===== config.mk =====
export PLATFORM = sky130hd
export DESIGN_NAME = tape_block_load_verify
export DESIGN_NICKNAME = d
export VERILOG_FILES = /design/src/hdl/tblv_pkg.sv /design/src/hdl/tblv_front.sv /design/src/hdl/tblv_queue.sv /design/src/hdl/tblv_back.sv /design/src/hdl/tape_block_load_verify.sv
export SDC_FILE = /design/constraint.sdc
export NUM_CORES = 1
export LEC_CHECK = 0
export BUFFER_PORTS_ARGS = -buffer_cell sky130_fd_sc_hd__buf_4
export CAP_MARGIN = 40
export CORE_MARGIN = 5
export CORE_UTILIZATION = 44
export CTS_BUF_LIST = sky130_fd_sc_hd__clkbuf_4
export CTS_CLUSTER_SIZE = 28
export DETAILED_ROUTE_END_ITERATION = 12
export SLEW_MARGIN = 20
export SYNTH_ARGS = -nofsm -noshare
export SYNTH_HDL_FRONTEND = slang
export SYNTH_SLANG_ARGS = --single-unit
export TNS_END_PERCENT = 50

===== constraint.sdc =====
create_clock -name i_clk -period 6.7 [get_ports i_clk]
set_input_delay 1.34 -clock i_clk [delete_from_list [all_inputs] [get_ports i_clk]]
set_output_delay 1.34 -clock i_clk [all_outputs]
set_load 0.005 [all_outputs]

===== src/hdl/tblv_pkg.sv =====
// ----------------------------------------------------------------------------
// tblv_pkg
// Shared types and constants of the tape block load and verify unit.
// ----------------------------------------------------------------------------
package tblv_pkg;

    localparam int ADDR_W   = 16;
    localparam int BYTE_W   = 8;
    localparam int COUNT_W  = 16;
    localparam int PADDR_W  = 4;
    localparam int PDATA_W  = 32;
    localparam int Q_DEPTH  = 2;
    localparam int Q_PTR_W  = 1;
    localparam int Q_CNT_W  = 2;

    typedef enum logic [1:0] {
        REG_EXPECTED_FLAG = 2'd0,
        REG_LOAD_MODE     = 2'd1,
        REG_BYTE_COUNT    = 2'd2,
        REG_START_ADDRESS = 2'd3
    } t_reg_idx;

    typedef enum logic [1:0] {
        PH_FLAG = 2'd0,
        PH_DATA = 2'd1,
        PH_SUM  = 2'd2,
        PH_SKIP = 2'd3
    } t_phase;

    typedef enum logic [2:0] {
        ST_OK     = 3'd0,
        ST_FLAG   = 3'd1,
        ST_VERIFY = 3'd2,
        ST_SHORT  = 3'd3,
        ST_SUM    = 3'd4
    } t_status;

    typedef struct packed {
        logic [BYTE_W-1:0]  expected_flag;
        logic               load_mode;
        logic [COUNT_W-1:0] byte_count;
        logic [ADDR_W-1:0]  start_address;
    } t_cfg;

    typedef struct packed {
        logic               is_data;
        logic               is_finish;
        logic               write_enable;
        logic [ADDR_W-1:0]  access_address;
        logic [BYTE_W-1:0]  write_data;
        t_status            status;
        logic [BYTE_W-1:0]  parity;
        logic [COUNT_W-1:0] remaining;
        logic [ADDR_W-1:0]  next_address;
    } t_rec;

endpackage


===== src/hdl/tblv_front.sv =====
// ----------------------------------------------------------------------------
// tblv_front
// Accepts tape bytes, tracks the block phase, parity, count and address, and
// classifies each byte into a result record for the queue.
// ----------------------------------------------------------------------------
module tblv_front (
    input  logic                          i_clk,
    input  logic                          i_rst_n,
    input  tblv_pkg::t_cfg                i_cfg,
    input  logic                          i_take,
    input  logic [tblv_pkg::BYTE_W-1:0]   i_tape_byte,
    input  logic [tblv_pkg::BYTE_W-1:0]   i_mem_byte,
    input  logic                          i_last_byte,
    output tblv_pkg::t_rec                o_rec
);

    tblv_pkg::t_phase                   r_phase, n_phase;
    logic [tblv_pkg::BYTE_W-1:0]        r_parity, n_parity;
    logic [tblv_pkg::COUNT_W-1:0]       r_remain, n_remain;
    logic [tblv_pkg::ADDR_W-1:0]        r_dest, n_dest;

    always_ff @(posedge i_clk) begin
        if (!i_rst_n) begin
            r_phase  <= tblv_pkg::PH_FLAG;
            r_parity <= '0;
            r_remain <= '0;
            r_dest   <= '0;
        end else if (i_take) begin
            r_phase  <= n_phase;
            r_parity <= n_parity;
            r_remain <= n_remain;
            r_dest   <= n_dest;
        end
    end

    always_comb begin
        logic [tblv_pkg::BYTE_W-1:0] par_x;
        par_x    = r_parity ^ i_tape_byte;
        n_phase  = r_phase;
        n_parity = r_parity;
        n_remain = r_remain;
        n_dest   = r_dest;
        o_rec    = '0;
        o_rec.status = tblv_pkg::ST_OK;
        case (r_phase)
            tblv_pkg::PH_FLAG: begin
                n_remain = i_cfg.byte_count;
                n_dest   = i_cfg.start_address;
                if (i_tape_byte != i_cfg.expected_flag) begin
                    n_parity        = '0;
                    o_rec.is_finish = 1'b1;
                    o_rec.status    = tblv_pkg::ST_FLAG;
                    n_phase = i_last_byte ? tblv_pkg::PH_FLAG : tblv_pkg::PH_SKIP;
                end else begin
                    n_parity = i_tape_byte;
                    if (i_last_byte) begin
                        o_rec.is_finish = 1'b1;
                        o_rec.status    = tblv_pkg::ST_SHORT;
                        n_phase         = tblv_pkg::PH_FLAG;
                    end else if (i_cfg.byte_count == '0) begin
                        n_phase = tblv_pkg::PH_SUM;
                    end else begin
                        n_phase = tblv_pkg::PH_DATA;
                    end
                end
            end
            tblv_pkg::PH_DATA: begin
                n_parity             = par_x;
                o_rec.is_data        = 1'b1;
                o_rec.access_address = r_dest;
                o_rec.write_data     = i_tape_byte;
                o_rec.write_enable   = i_cfg.load_mode;
                if (!i_cfg.load_mode && (i_mem_byte != i_tape_byte)) begin
                    o_rec.is_finish = 1'b1;
                    o_rec.status    = tblv_pkg::ST_VERIFY;
                    n_phase = i_last_byte ? tblv_pkg::PH_FLAG : tblv_pkg::PH_SKIP;
                end else begin
                    n_remain = r_remain - 1'b1;
                    n_dest   = r_dest + 1'b1;
                    if (i_last_byte) begin
                        o_rec.is_finish = 1'b1;
                        o_rec.status    = tblv_pkg::ST_SHORT;
                        n_phase         = tblv_pkg::PH_FLAG;
                    end else if (n_remain == '0) begin
                        n_phase = tblv_pkg::PH_SUM;
                    end
                end
            end
            tblv_pkg::PH_SUM: begin
                n_parity        = par_x;
                o_rec.is_finish = 1'b1;
                o_rec.status    = (par_x == '0) ? tblv_pkg::ST_OK : tblv_pkg::ST_SUM;
                n_phase = i_last_byte ? tblv_pkg::PH_FLAG : tblv_pkg::PH_SKIP;
            end
            default: begin
                if (i_last_byte) begin
                    n_phase = tblv_pkg::PH_FLAG;
                end
            end
        endcase
        o_rec.parity       = n_parity;
        o_rec.remaining    = n_remain;
        o_rec.next_address = n_dest;
    end

endmodule


===== src/hdl/tblv_queue.sv =====
// ----------------------------------------------------------------------------
// tblv_queue
// Two-entry queue of result records between the front and the back.
// ----------------------------------------------------------------------------
module tblv_queue (
    input  logic            i_clk,
    input  logic            i_rst_n,
    input  logic            i_push,
    input  tblv_pkg::t_rec  i_rec,
    output logic            o_full,
    input  logic            i_pop,
    output logic            o_valid,
    output tblv_pkg::t_rec  o_rec
);

    tblv_pkg::t_rec                 r_mem [tblv_pkg::Q_DEPTH];
    logic [tblv_pkg::Q_PTR_W-1:0]   r_wr_ptr;
    logic [tblv_pkg::Q_PTR_W-1:0]   r_rd_ptr;
    logic [tblv_pkg::Q_CNT_W-1:0]   r_count;
    logic                           do_pop;

    assign o_full  = (r_count == tblv_pkg::Q_CNT_W'(tblv_pkg::Q_DEPTH));
    assign o_valid = (r_count != '0);
    assign o_rec   = r_mem[r_rd_ptr];
    assign do_pop  = i_pop && o_valid;

    always_ff @(posedge i_clk) begin
        if (i_push) begin
            r_mem[r_wr_ptr] <= i_rec;
        end
    end

    always_ff @(posedge i_clk) begin
        if (!i_rst_n) begin
            r_wr_ptr <= '0;
            r_rd_ptr <= '0;
            r_count  <= '0;
        end else begin
            if (i_push) begin
                r_wr_ptr <= r_wr_ptr + 1'b1;
            end
            if (do_pop) begin
                r_rd_ptr <= r_rd_ptr + 1'b1;
            end
            if (i_push && !do_pop) begin
                r_count <= r_count + 1'b1;
            end else if (!i_push && do_pop) begin
                r_count <= r_count - 1'b1;
            end
        end
    end

endmodule


===== src/hdl/tblv_back.sv =====
// ----------------------------------------------------------------------------
// tblv_back
// Takes records from the queue and presents them in the output register,
// clearing the fields that do not apply to each result.
// ----------------------------------------------------------------------------
module tblv_back (
    input  logic                          i_clk,
    input  logic                          i_rst_n,
    input  logic                          i_q_valid,
    input  tblv_pkg::t_rec                i_q_rec,
    output logic                          o_q_pop,
    output logic                          o_valid,
    input  logic                          i_stall,
    output logic                          o_write_enable,
    output logic [tblv_pkg::ADDR_W-1:0]   o_access_address,
    output logic [tblv_pkg::BYTE_W-1:0]   o_write_data,
    output logic                          o_finished,
    output logic [2:0]                    o_status,
    output logic [tblv_pkg::BYTE_W-1:0]   o_parity_out,
    output logic [tblv_pkg::COUNT_W-1:0]  o_bytes_remaining,
    output logic [tblv_pkg::ADDR_W-1:0]   o_next_address
);

    logic               r_valid;
    tblv_pkg::t_rec     r_out;
    tblv_pkg::t_rec     n_out;
    logic               load;

    assign load    = !r_valid || !i_stall;
    assign o_q_pop = load && i_q_valid;

    always_comb begin
        n_out = '0;
        n_out.status = tblv_pkg::ST_OK;
        if (i_q_rec.is_data) begin
            n_out.is_data        = 1'b1;
            n_out.access_address = i_q_rec.access_address;
            if (i_q_rec.write_enable) begin
                n_out.write_enable = 1'b1;
                n_out.write_data   = i_q_rec.write_data;
            end
        end
        if (i_q_rec.is_finish) begin
            n_out.is_finish    = 1'b1;
            n_out.status       = i_q_rec.status;
            n_out.parity       = i_q_rec.parity;
            n_out.remaining    = i_q_rec.remaining;
            n_out.next_address = i_q_rec.next_address;
        end
    end

    always_ff @(posedge i_clk) begin
        if (!i_rst_n) begin
            r_valid <= 1'b0;
        end else if (load) begin
            r_valid <= i_q_valid;
        end
    end

    always_ff @(posedge i_clk) begin
        if (o_q_pop) begin
            r_out <= n_out;
        end
    end

    assign o_valid           = r_valid;
    assign o_write_enable    = r_out.write_enable;
    assign o_access_address  = r_out.access_address;
    assign o_write_data      = r_out.write_data;
    assign o_finished        = r_out.is_finish;
    assign o_status          = r_out.status;
    assign o_parity_out      = r_out.parity;
    assign o_bytes_remaining = r_out.remaining;
    assign o_next_address    = r_out.next_address;

endmodule


===== src/hdl/tape_block_load_verify.sv =====
// ----------------------------------------------------------------------------
// tape_block_load_verify
// Loads or verifies one tape block byte by byte with an XOR checksum.
// ----------------------------------------------------------------------------
// Every accepted tape byte gives exactly one result, and a new byte can be
// accepted in every cycle while the input is not stalled. Each result takes
// this path: the front computes it in the accept cycle, it passes a two-entry
// queue, and the output register presents it. When the output is stalled the
// queue and the output register hold three results before the input stalls.
// Configuration registers must be written only while no tape byte is in
// flight; they are sampled as each byte is accepted.
module tape_block_load_verify (
    input  logic                          i_clk,
    input  logic                          i_rst_n,
    input  logic                          psel,
    input  logic                          penable,
    input  logic                          pwrite,
    input  logic [tblv_pkg::PADDR_W-1:0]  paddr,
    input  logic [tblv_pkg::PDATA_W-1:0]  pwdata,
    output logic [tblv_pkg::PDATA_W-1:0]  prdata,
    output logic                          pready,
    input  logic                          i_valid,
    output logic                          o_stall,
    input  logic [tblv_pkg::BYTE_W-1:0]   i_tape_byte,
    input  logic [tblv_pkg::BYTE_W-1:0]   i_mem_byte,
    input  logic                          i_last_byte,
    output logic                          o_valid,
    input  logic                          i_stall,
    output logic                          o_write_enable,
    output logic [tblv_pkg::ADDR_W-1:0]   o_access_address,
    output logic [tblv_pkg::BYTE_W-1:0]   o_write_data,
    output logic                          o_finished,
    output logic [2:0]                    o_status,
    output logic [tblv_pkg::BYTE_W-1:0]   o_parity_out,
    output logic [tblv_pkg::COUNT_W-1:0]  o_bytes_remaining,
    output logic [tblv_pkg::ADDR_W-1:0]   o_next_address
);

    tblv_pkg::t_cfg     r_cfg;
    tblv_pkg::t_reg_idx reg_idx;
    tblv_pkg::t_rec     front_rec;
    tblv_pkg::t_rec     q_rec;
    logic               q_full;
    logic               q_valid;
    logic               q_pop;
    logic               take;

    assign pready  = 1'b1;
    assign reg_idx = tblv_pkg::t_reg_idx'(paddr[3:2]);

    always_ff @(posedge i_clk) begin
        if (!i_rst_n) begin
            r_cfg.expected_flag <= '0;
            r_cfg.load_mode     <= 1'b1;
            r_cfg.byte_count    <= '0;
            r_cfg.start_address <= '0;
        end else if (psel && penable && pwrite && pready) begin
            case (reg_idx)
                tblv_pkg::REG_EXPECTED_FLAG: r_cfg.expected_flag <= pwdata[7:0];
                tblv_pkg::REG_LOAD_MODE:     r_cfg.load_mode     <= pwdata[0];
                tblv_pkg::REG_BYTE_COUNT:    r_cfg.byte_count    <= pwdata[15:0];
                tblv_pkg::REG_START_ADDRESS: r_cfg.start_address <= pwdata[15:0];
                default: ;
            endcase
        end
    end

    always_comb begin
        prdata = '0;
        case (reg_idx)
            tblv_pkg::REG_EXPECTED_FLAG: prdata[7:0]  = r_cfg.expected_flag;
            tblv_pkg::REG_LOAD_MODE:     prdata[0]    = r_cfg.load_mode;
            tblv_pkg::REG_BYTE_COUNT:    prdata[15:0] = r_cfg.byte_count;
            tblv_pkg::REG_START_ADDRESS: prdata[15:0] = r_cfg.start_address;
            default:                     prdata       = '0;
        endcase
    end

    assign o_stall = q_full;
    assign take    = i_valid && !q_full;

    tblv_front u_front (
        .i_clk       (i_clk),
        .i_rst_n     (i_rst_n),
        .i_cfg       (r_cfg),
        .i_take      (take),
        .i_tape_byte (i_tape_byte),
        .i_mem_byte  (i_mem_byte),
        .i_last_byte (i_last_byte),
        .o_rec       (front_rec)
    );

    tblv_queue u_queue (
        .i_clk   (i_clk),
        .i_rst_n (i_rst_n),
        .i_push  (take),
        .i_rec   (front_rec),
        .o_full  (q_full),
        .i_pop   (q_pop),
        .o_valid (q_valid),
        .o_rec   (q_rec)
    );

    tblv_back u_back (
        .i_clk             (i_clk),
        .i_rst_n           (i_rst_n),
        .i_q_valid         (q_valid),
        .i_q_rec           (q_rec),
        .o_q_pop           (q_pop),
        .o_valid           (o_valid),
        .i_stall           (i_stall),
        .o_write_enable    (o_write_enable),
        .o_access_address  (o_access_address),
        .o_write_data      (o_write_data),
        .o_finished        (o_finished),
        .o_status          (o_status),
        .o_parity_out      (o_parity_out),
        .o_bytes_remaining (o_bytes_remaining),
        .o_next_address    (o_next_address)
    );

endmodule


# == Word level (Yosys, flattened, before mapping) ==
# Memories as Yosys holds them, arrays and structs flattened. A register that Yosys moved wholly into a read port is not among the register bits.
# Index checks and enable logic that the tools add are counted.
# word_totals
inputBits,60
wordCells,104
ff_bits,157
ramBits,140
memories,1
# memory_table
memory,words,word_bits,read_ports,rd_clocked_by_memory_dff,wr,line,source
u_queue.r_mem,2,70,1,1,1,tblv_queue.sv:16,tblv_pkg::t_rec r_mem [tblv_pkg::Q_DEPTH];
# classes
n_mux,37
bitwise,1
add_sub_neg,6
n_reduce_logical,30
n_eq_ne,9
# ops
cell,count
16-bit case mux with 2 select lines,2
16-bit zero test,2
16-bit 2-to-1 mux,2
8-bit case mux with 2 select lines,2
25-bit 2-to-1 mux,1
2-bit 2-to-1 mux,12
7-bit case mux with 3 select lines,1
16-bit by 1-bit adder with 16-bit output (second input constant),1
8-bit != test,2
16-bit by 1-bit subtractor with 16-bit output (second input constant),1
1-bit 2-to-1 mux,10
2-bit AND reduction,5
3-bit case mux with 3 select lines,1
2-bit equality test (second input constant),4
1-bit logical AND,8
8-bit zero test,1
8-bit 2-to-1 mux,1
8-bit XOR,1
1-bit zero test,6
3-bit 2-to-1 mux,2
2-bit case mux with 3 select lines,1
2-bit by 1-bit equality test with 1-bit output (second input constant),2
2-bit zero test,2
4-bit by 2-bit != test with 1-bit output (second input constant),1
10 further kinds,12

# == Longest topological paths before layout ==
# Gate-level depths: netlist of run 1.
# logic_depth
ltp_word,7
ltp_mapped,9

# == Modules after synthesis ==
# A second synthesis of run 1 with hierarchy kept.
# hier_totals
hier_cells,1159
hier_area_um2,13998.4
# modules_own_cells
module,cells_per_inst,seq_area_each_um2,area_per_inst_um2,instances
tblv_queue,240,4304.1,5252.5,1
tblv_front,560,840.8,4093.9,1
tblv_back,147,2092.0,2620.0,1
tape_block_load_verify,212,820.8,2031.9,1

# == Worst setup path after synthesis of run 1 ==
# Ideal clock, no wire load.
# synth_path
path_type,input -> register
startpoint,input port i_valid
endpoint,"memory u_queue.r_mem[0][0] (netlist name), enable pin"
setup_time_ns,0.499
t_arrival_ns,4.763
path_buffers,2
stages,4
setup_slack_ns,1.439
cell_sequence,nand2_1 -> clkbuf_1 -> clkbuf_1 -> nor2_1
# synth_via
elab_chain_cells,3
# synth_lines
item,line,source
"start, declared",tape_block_load_verify.sv:22,"input logic i_valid,"
1-bit logical AND,tape_block_load_verify.sv:80,assign take = i_valid && !q_full;
1-bit 2-to-1 mux,tblv_queue.sv:28,if (i_push) begin
1-bit 2-to-1 mux (implied by the code),tblv_queue.sv:29,r_mem[r_wr_ptr] <= i_rec;
"end, declared",tblv_queue.sv:16,
# No other way between the ends.

# == Final worst setup path of run 1 ==
# layout_path
startpoint,input port paddr[2] (netlist name)
endpoint,output port prdata[2] (netlist name)
# layout_via
elab_chain_cells,2
word_cells_on_any_way,4
# layout_lines
item,line,source
"start, declared",tape_block_load_verify.sv:18,"input logic [tblv_pkg::PADDR_W-1:0] paddr,"
2-bit equality test / 2-bit zero test (equally long branches),tape_block_load_verify.sv:70,case (reg_idx)
7-bit case mux with 3 select lines (*),tape_block_load_verify.sv:70,
"end, declared",tape_block_load_verify.sv:20,"output logic [tblv_pkg::PDATA_W-1:0] prdata,"
# Every way passes the cells marked *; elsewhere a longest branch is shown, timed or not.

==> results of run 1 <==
power by group through the flow:
| stage | clock network, W | registers, W | logic (W) |
|---|---|---|---|
| 6_report | 0.00156 | 0.00271 | 0.00159 |
| 5_1_grt | 0.00174 | 0.00275 | 0.00174 |
| 4_1_cts | 0.00162 | 0.00271 | 0.00161 |
| 3_5_place_dp | 0 | 0.00275 | 0.00161 |
| 3_3_place_gp | 0 | 0.00274 | 0.00156 |
| 2_1_floorplan | 0 | 0.00272 | 0.000974 |
stage by stage:
stage	hold slack (ns)	setup WS [ns]	total power, W	util, %	area (µm²)
floorplan	0.441	1.44	0.00370	-	13400
finish	0.476	2.97	0.00586	52.5	15700
detailed placement	0.472	2.99	0.00436	49.1	14600
global route	0.497	2.93	0.00623	52.5	15700
CTS	0.480	2.98	0.00595	52.5	15600
global placement	0.461	2.90	0.00430	48.9	14600
critical path: stages:
cell and delay, ns:
buf_4 0.21, nor2_1 0.45, a22o_1 0.26, buf_4 0.12
logic make-up (layout without fill, tap and decap cells):
| family | after synthesis | count (layout) | share of synthesized area, % |
|---|---|---|---|
| other cells | 2 | 19 | 0.0563 |
| mux | 102 | 102 | 7.84 |
| xor+xnor | 34 | 34 | 2.23 |
| compound gates | 229 | 229 | 11.8 |
| simple gates | 369 | 369 | 12.7 |
| flops | 298 | 298 | 60.4 |
| buf+inv | 127 | 329 | 4.28 |
| fa+ha+maj | 8 | 8 | 0.750 |
layer usage:
metal  global-route usage [%]  routed length, µm
met5                        0                  0
met4                     6.48                694
met3                     5.15               2410
met2                     30.6              15500
met1                     25.7              14600
flip-flops by register name, summed over array words and instances, names as in the netlist, named ones only:
signal,count
r_cfg,41
u_back.o_access_address,16
u_back.o_bytes_remaining,16
u_back.o_finished,1
u_back.o_next_address,16
u_back.o_parity_out,8
u_back.o_status,3
u_back.o_valid,1
u_back.o_write_data,8
u_back.o_write_enable,1
u_front.r_dest,16
u_front.r_parity,8
u_front.r_phase,2
u_front.r_remain,16
u_queue.r_count,2
u_queue.r_mem,140
u_queue.r_rd_ptr,1
u_queue.r_wr_ptr,1
final cells by class:
type                            count  area (µm²)  area share [%]
Tap cell                          390         488            3.12
Clock inverter                     23         100           0.640
Timing Repair Buffer              148        1140            7.31
Antenna cell                        2        5.00          0.0320
Sequential cell                   298        8060            51.5
Clock buffer                      122         916            5.85
Inverter                           36         135           0.863
Multi-Input combinational cell    759        4800            30.7
cells in the final DEF (no fill, tap or decap), drive strengths merged, types with 17 or more instances in the layout:
cell type  instances
buf              148
o21ai             46
inv               37
edfxtp           209
conb              17
dfxtp             89
nand2            120
nor2             129
clkbuf           122
mux2i             91
a21oi             63
xor2              29
nand3             24
clkinv            20
worst min path at each step:
stage	slack, ns	cells after the start	end	startpoint
floorplan	0.44	2	r_cfg[4]$_SDFFE_PN0P_	r_cfg[4]$_SDFFE_PN0P_
global placement	0.46	2	r_cfg[9]$_SDFFE_PN0P_	r_cfg[9]$_SDFFE_PN0P_
detailed placement	0.47	2	u_back.o_valid$_SDFFE_PN0N_	u_back.o_valid$_SDFFE_PN0N_
CTS	0.48	2	u_back.o_valid$_SDFFE_PN0N_	u_back.o_valid$_SDFFE_PN0N_
global route	0.50	2	r_cfg[14]$_SDFFE_PN0P_	r_cfg[14]$_SDFFE_PN0P_
finish	0.48	2	u_back.o_valid$_SDFFE_PN0N_	u_back.o_valid$_SDFFE_PN0N_
==> results.py, run 1 <==
metrics = {
    "clock_tree": {
        "insertion_delay_ns": 0.69,
        "cts.clk_slew.worst_paths_ns": 0.05,
        "clock_path_buffers": 3,
        "cts_setup_buffers": 0,
        "cts_tree": "yes",
        "htreeDepth": 3,
        "cts_resized": 0,
        "clockRootBuffer": "clkbuf_4",
        "hold_buffers": 0,
        "cts_made_buffers": 80,
        "clock_sinks": 298,
    },
    "die": {
        "dieHeight_um": 184,
        "die_w_um": 184,
        "start_util_pct": 44.8,
        "die_area_um2": 33900,
        "core_um2": 29800,
        "rows": 63,
        "boundaryPins": 164,
    },
    "global_routing": {
        "grt_start_max_net_pins": 59,
        "grt.overflow.total": 0,
        "grt.total_usage_pct": 19.2,
        "grt_pass1_vias": 9348,
        "antenna_found_initial": 2,
        "grt_pass1_wl_um": 51500,
    },
    "timing": {
        "setup_tns_ns": 0,
        "fin_skew_ns": 0.0310,
        "fin_crit_sh_pct": 55.7,
        "hold_violations": 0,
        "final_max_slew_viol_count": 0,
        "fmax_mhz": 268,
        "worstMarginPinSlew_ns": 0.846,
        "grt_setup_unrepaired": "false",
        "setup_viol": 0,
        "relSlewSlack_pct": 42.8,
        "period_minus_slack_ns": 3.73,
    },
    "detailed_routing": {
        "ant_nets": 0,
        "drt_iter0_drc": 658,
        "drc": 0,
        "vias": 9558,
        "avgViaCountPerCell": 5.38,
        "routedWlPerCell_um": 18.7,
        "drt_pass1_iterations": 5,
        "finalWirelength_um": 33200,
    },
    "critical_path": {
        "critical_path_class": "in -> out",
        "arrival_ns": 2.39,
        "cp_max_fo": 22,
        "rrSetupSlack_ns": 3.73,
        "crit_end": "prdata[2]",
        "crit_path_start_kind": "input port",
        "regToRegEndpoint": "u_front.r_phase[1]$_SDFFE_PN0P_",
        "critPathLaunch": "paddr[2]",
        "r2r-start": "u_front.r_remain[0]$_SDFFE_PN0P_",
        "cp.required_ns": 5.36,
        "ff2ff_path_depth": 8,
        "end_kind": "primary output",
    },
    "pwr": {
        "peakVddDrop_mv": 0.204,
        "power.leakage_nw": 5.93,
        "pwr-share-clk_pct": 26.7,
        "p_int_w": 0.00400,
        "switching_share_pct": 31.6,
        "power.switching_w": 0.00185,
        "powerDensity_nw_per_um2": 374,
        "pwr-share-seq_pct": 46.2,
        "combPwrFrac_pct": 27.1,
    },
    "logic_synthesis": {
        "syn-cell-area_um2": 13300,
        "yosys.area.top_type": "edfxtp_1",
        "netlist_instances": 1169,
        "synth.avg_cell_area_um2": 11.4,
        "synth_top_area_share_pct": 47.0,
        "ys_ff_latch": 298,
        "yosys-top-cells-count": "209 x edfxtp_1, 129 x nor2_1, 120 x nand2_1",
        "async_reset_ff_share_pct": 0,
        "synth_area_leaders": "edfxtp_1 47%, dfxtp_1 13%, mux2i_1 6.8%, nor2_1 3.6%, nand2_1 3.4%",
        "synth_enable_flop_cells": 209,
        "yosysSeqAreaShare_pct": 60.4,
        "synth_most_common_cell": "edfxtp_1",
        "synth_ff_type": "edfxtp_1",
        "ys.warnings.count": 0,
        "yosysUniqueCellTypes": 75,
    },
    "run_status": {
        "status": "completed",
    },
    "place": {
        "gp_congestion": 0.880,
        "io_buffers": 128,
        "place_hpwl_um": 22100,
        "placed_cells": 1631,
    },
    "finish": {
        "fill_cells": 2716,
        "final_layout_size_suffix_gt1_share_pct": 23.2,
        "areaGrowthSynthToFinish_pct": 17.2,
        "fin_nets": 1391,
        "layout.cells.non_filler": 1778,
    },
    "job": {
        "maxCapViolations": 0,
    },
    "min_path": {
        "hold_path.class": "reg -> reg",
    },
}
(Power assumes the default switching activity.)
==> run 2: changes to the inputs <==
--- a/config.mk
+++ b/config.mk
@@ -5,6 +5,7 @@
 export SDC_FILE = /design/constraint.sdc
 export NUM_CORES = 1
 export LEC_CHECK = 0
+export ABC_AREA = 1
 export BUFFER_PORTS_ARGS = -buffer_cell sky130_fd_sc_hd__buf_4
 export CAP_MARGIN = 40
 export CORE_MARGIN = 5
@@ -12,6 +13,7 @@
 export CTS_BUF_LIST = sky130_fd_sc_hd__clkbuf_4
 export CTS_CLUSTER_SIZE = 28
 export DETAILED_ROUTE_END_ITERATION = 12
+export PLACE_DENSITY = 0.65
 export SLEW_MARGIN = 20
 export SYNTH_ARGS = -nofsm -noshare
 export SYNTH_HDL_FRONTEND = slang
==> constraint.sdc (replaced) <==
create_clock -name i_clk -period 3.3 [get_ports i_clk]
set_input_delay 0.66 -clock i_clk [delete_from_list [all_inputs] [get_ports i_clk]]
set_output_delay 0.66 -clock i_clk [all_outputs]
set_load 0.005 [all_outputs]
==> run 2 against run 1 <==
  * Total power rose by 120%
  * Register-to-register slack got worse by 2.6 ns
  * Design area rose by 2.9%
  * Sequential share of layout area fell by 1.4 points
  * Final cell count rose by 20%
  * Clock skew rose by 0.012 ns
==> results.py, run 2 <==
metrics = {
    "finish": {
        "largest_reg_flops": 140,
        "final_layout_size_suffix_gt1_share_pct": 19.5,
        "fin_nets": 1750,
        "reg_top3": "u_queue.r_mem (140), r_cfg (41)",
        "regMostFlops": "u_queue.r_mem",
        "layout_common_cells": "448 x nand2_1, 209 x edfxtp_1, 202 x inv_1",
        "layout.cells.non_filler": 2138,
        "fill_cells": 2904,
        "areaGrowthSynthToFinish_pct": 17.0,
        "final_common_cell": "nand2_1",
        "stdcell_area_um2": 16100,
    },
    "clock_tree": {
        "cts_setup_buffers": 0,
        "clock_path_buffers": 3,
        "hold_buffers": 0,
        "insertion_delay_ns": 0.68,
        "htreeDepth": 3,
        "clockRootBuffer": "clkbuf_4",
        "clock_sinks": 298,
        "cts_resized": 0,
        "cts_tree": "yes",
        "cts_made_buffers": 81,
        "cts.clk_slew.worst_paths_ns": 0.06,
    },
    "detailed_routing": {
        "avgViaCountPerCell": 4.99,
        "vias": 10700,
        "ant_nets": 0,
        "routedWlPerCell_um": 15.6,
        "drt_iter0_drc": 843,
        "drt_pass1_iterations": 7,
        "drc": 0,
        "finalWirelength_um": 33300,
    },
    "timing": {
        "period_minus_slack_ns": 2.66,
        "timing.final.ws_setup_ns": 0.642,
        "relSlewSlack_pct": 45.0,
        "hold_violations": 0,
        "fin_skew_ns": 0.0435,
        "grt_setup_unrepaired": "false",
        "final_max_slew_viol_count": 0,
        "setup_tns_ns": 0,
        "fmax_mhz": 376,
        "setup_viol": 0,
        "fin_crit_sh_pct": 80.6,
        "worstMarginPinSlew_ns": 0.825,
    },
    "critical_path": {
        "r2r-start": "u_front.r_remain[0]$_SDFFE_PN0P_",
        "crit_path_start_kind": "input port",
        "cp.required_ns": 2.64,
        "rrSetupSlack_ns": 1.10,
        "ff2ff_path_depth": 10,
        "cp_max_fo": 17,
        "regToRegEndpoint": "u_front.r_phase[1]$_SDFFE_PN0P_",
        "end_kind": "primary output",
        "critical_path_class": "in -> out",
        "arrival_ns": 2.00,
    },
    "global_routing": {
        "antenna_found_initial": 1,
        "use_met3_pct": 4.03,
        "grt_pass1_wl_um": 53900,
        "top_usage_layer": "met2",
        "grtUsageMet2_pct": 30.3,
        "grt_util_met1_pct": 25.7,
        "grt_start_max_net_pins": 70,
        "grt.total_usage_pct": 18.9,
        "grt_pass1_vias": 10500,
        "grt.overflow.total": 0,
    },
    "logic_synthesis": {
        "ys.warnings.count": 0,
        "synth_top_area_share_pct": 45.6,
        "async_reset_ff_share_pct": 0,
        "synth_most_common_cell": "nand2_1",
        "synth_area_leaders": "edfxtp_1 46%, dfxtp_1 13%, nand2_1 12%, inv_1 5.5%, o21ai_0 3.2%",
        "synth_ff_type": "edfxtp_1",
        "synth_enable_flop_cells": 209,
        "ys_ff_latch": 298,
        "synth.avg_cell_area_um2": 9.05,
        "netlist_instances": 1521,
        "yosys-top-cells-count": "448 x nand2_1, 209 x edfxtp_1, 203 x inv_1",
        "yosys.area.top_type": "edfxtp_1",
        "yosysSeqAreaShare_pct": 58.6,
        "yosysUniqueCellTypes": 46,
        "syn-cell-area_um2": 13800,
    },
    "pwr": {
        "p_total_w": 0.0130,
        "peakVddDrop_mv": 0.338,
        "powerDensity_nw_per_um2": 809,
        "power.leakage_nw": 7.52,
    },
    "place": {
        "place_hpwl_um": 22800,
        "io_buffers": 128,
        "placed_cells": 1995,
        "gp_congestion": 0.909,
        "place_area_um2": 15000,
        "post-place-ws_ns": 0.634,
    },
    "min_path": {
        "worstHoldEndpoint": "r_cfg[15]$_SDFFE_PN0P_",
        "hold_depth": 3,
        "hold_path.class": "in -> reg",
        "worstHoldStart": "pwdata[15]",
    },
    "run_status": {
        "status": "completed",
    },
    "die": {
        "core_um2": 30700,
        "die_area_um2": 34900,
        "boundaryPins": 164,
        "start_util_pct": 44.7,
        "rows": 64,
        "dieHeight_um": 187,
        "die_w_um": 187,
    },
    "job": {
        "maxCapViolations": 0,
    },
}
[run 2: cell types whose count changed after synthesis, moves of 25 or more]
cell	before	now
inv_1	33	203
nand3_2	0	26
o21ai_1	0	28
mux2i_1	91	0
nand2_1	120	448
nor2_1	129	104
o21ai_0	46	88
[run 2: worst max path at each step]
stage          cells after the start                       endpoint      from  slack, ns
6_report                           8                      prdata[0]  paddr[3]       0.64
5_1_grt                            8                      prdata[0]  paddr[3]       0.50
4_1_cts                            8                      prdata[0]  paddr[3]       0.61
3_5_place_dp                       8                      prdata[0]  paddr[3]       0.63
3_3_place_gp                       8                      prdata[0]  paddr[3]       0.67
2_1_floorplan                      4  u_queue.r_mem[0][0]$_DFFE_PP_   i_valid      -0.11
[run 2: layer usage]
metal / vias to the layer above / wire, µm / share of wire (%)
met1: 4964 / 15000 / 45
met3: 56 / 2350 / 7.1
met4: 0 / 648 / 1.9
met2: 380 / 15300 / 46
met5: - / 0 / 0
li1: 5266 / - / -
[run 2: power breakdown]
group	internal, W	total, W	switching, W
sequential	0.00535	0.00575	0.000401
combinational	0.00142	0.00398	0.00256
clock	0.00185	0.00330	0.00145
[run 2: final cells by class]
| type | instances | area (µm²) | area share [%] |
|---|---|---|---|
| diodes | 1 | 2.50 | 0.0155 |
| well taps | 396 | 495 | 3.08 |
| multi-input cells | 942 | 4540 | 28.2 |
| clock inverters | 19 | 130 | 0.808 |
| repair buffers | 146 | 1140 | 7.09 |
| flip-flops and latches | 298 | 8060 | 50.1 |
| clock buffers | 123 | 923 | 5.74 |
| inverters | 213 | 807 | 5.01 |
[run 2: metrics by stage]
step                utilization, %  hold slack, ns
global route                  52.4           0.191
finish                        52.4           0.216
detailed placement            48.9           0.444
CTS                           52.3           0.170
floorplan                        -           0.426
global placement              48.9           0.436
[run 2: logic make-up (layout without fill, tap and decap cells)]
family                     after synthesis  after routing  share of synthesized area (%)
and+or+nand+nor                        666            666                           20.9
AOI/OAI and AO/OA                      226            226                           8.98
xor gates and xnor gates                25             25                           1.76
adders and majority gates                8              8                          0.728
buffers and inverters                  296            501                           9.04
other                                    2             18                         0.0546
DFF                                    298            298                           58.6
[run 2: critical path, cell delays in order]
cell	delay (ns)
buf_4	0.12
inv_1	0.05
nor2_1	0.04
inv_1	0.45
nor2_1	0.08
a221oi_1	0.21
o21ai_0	0.21
buf_4	0.19
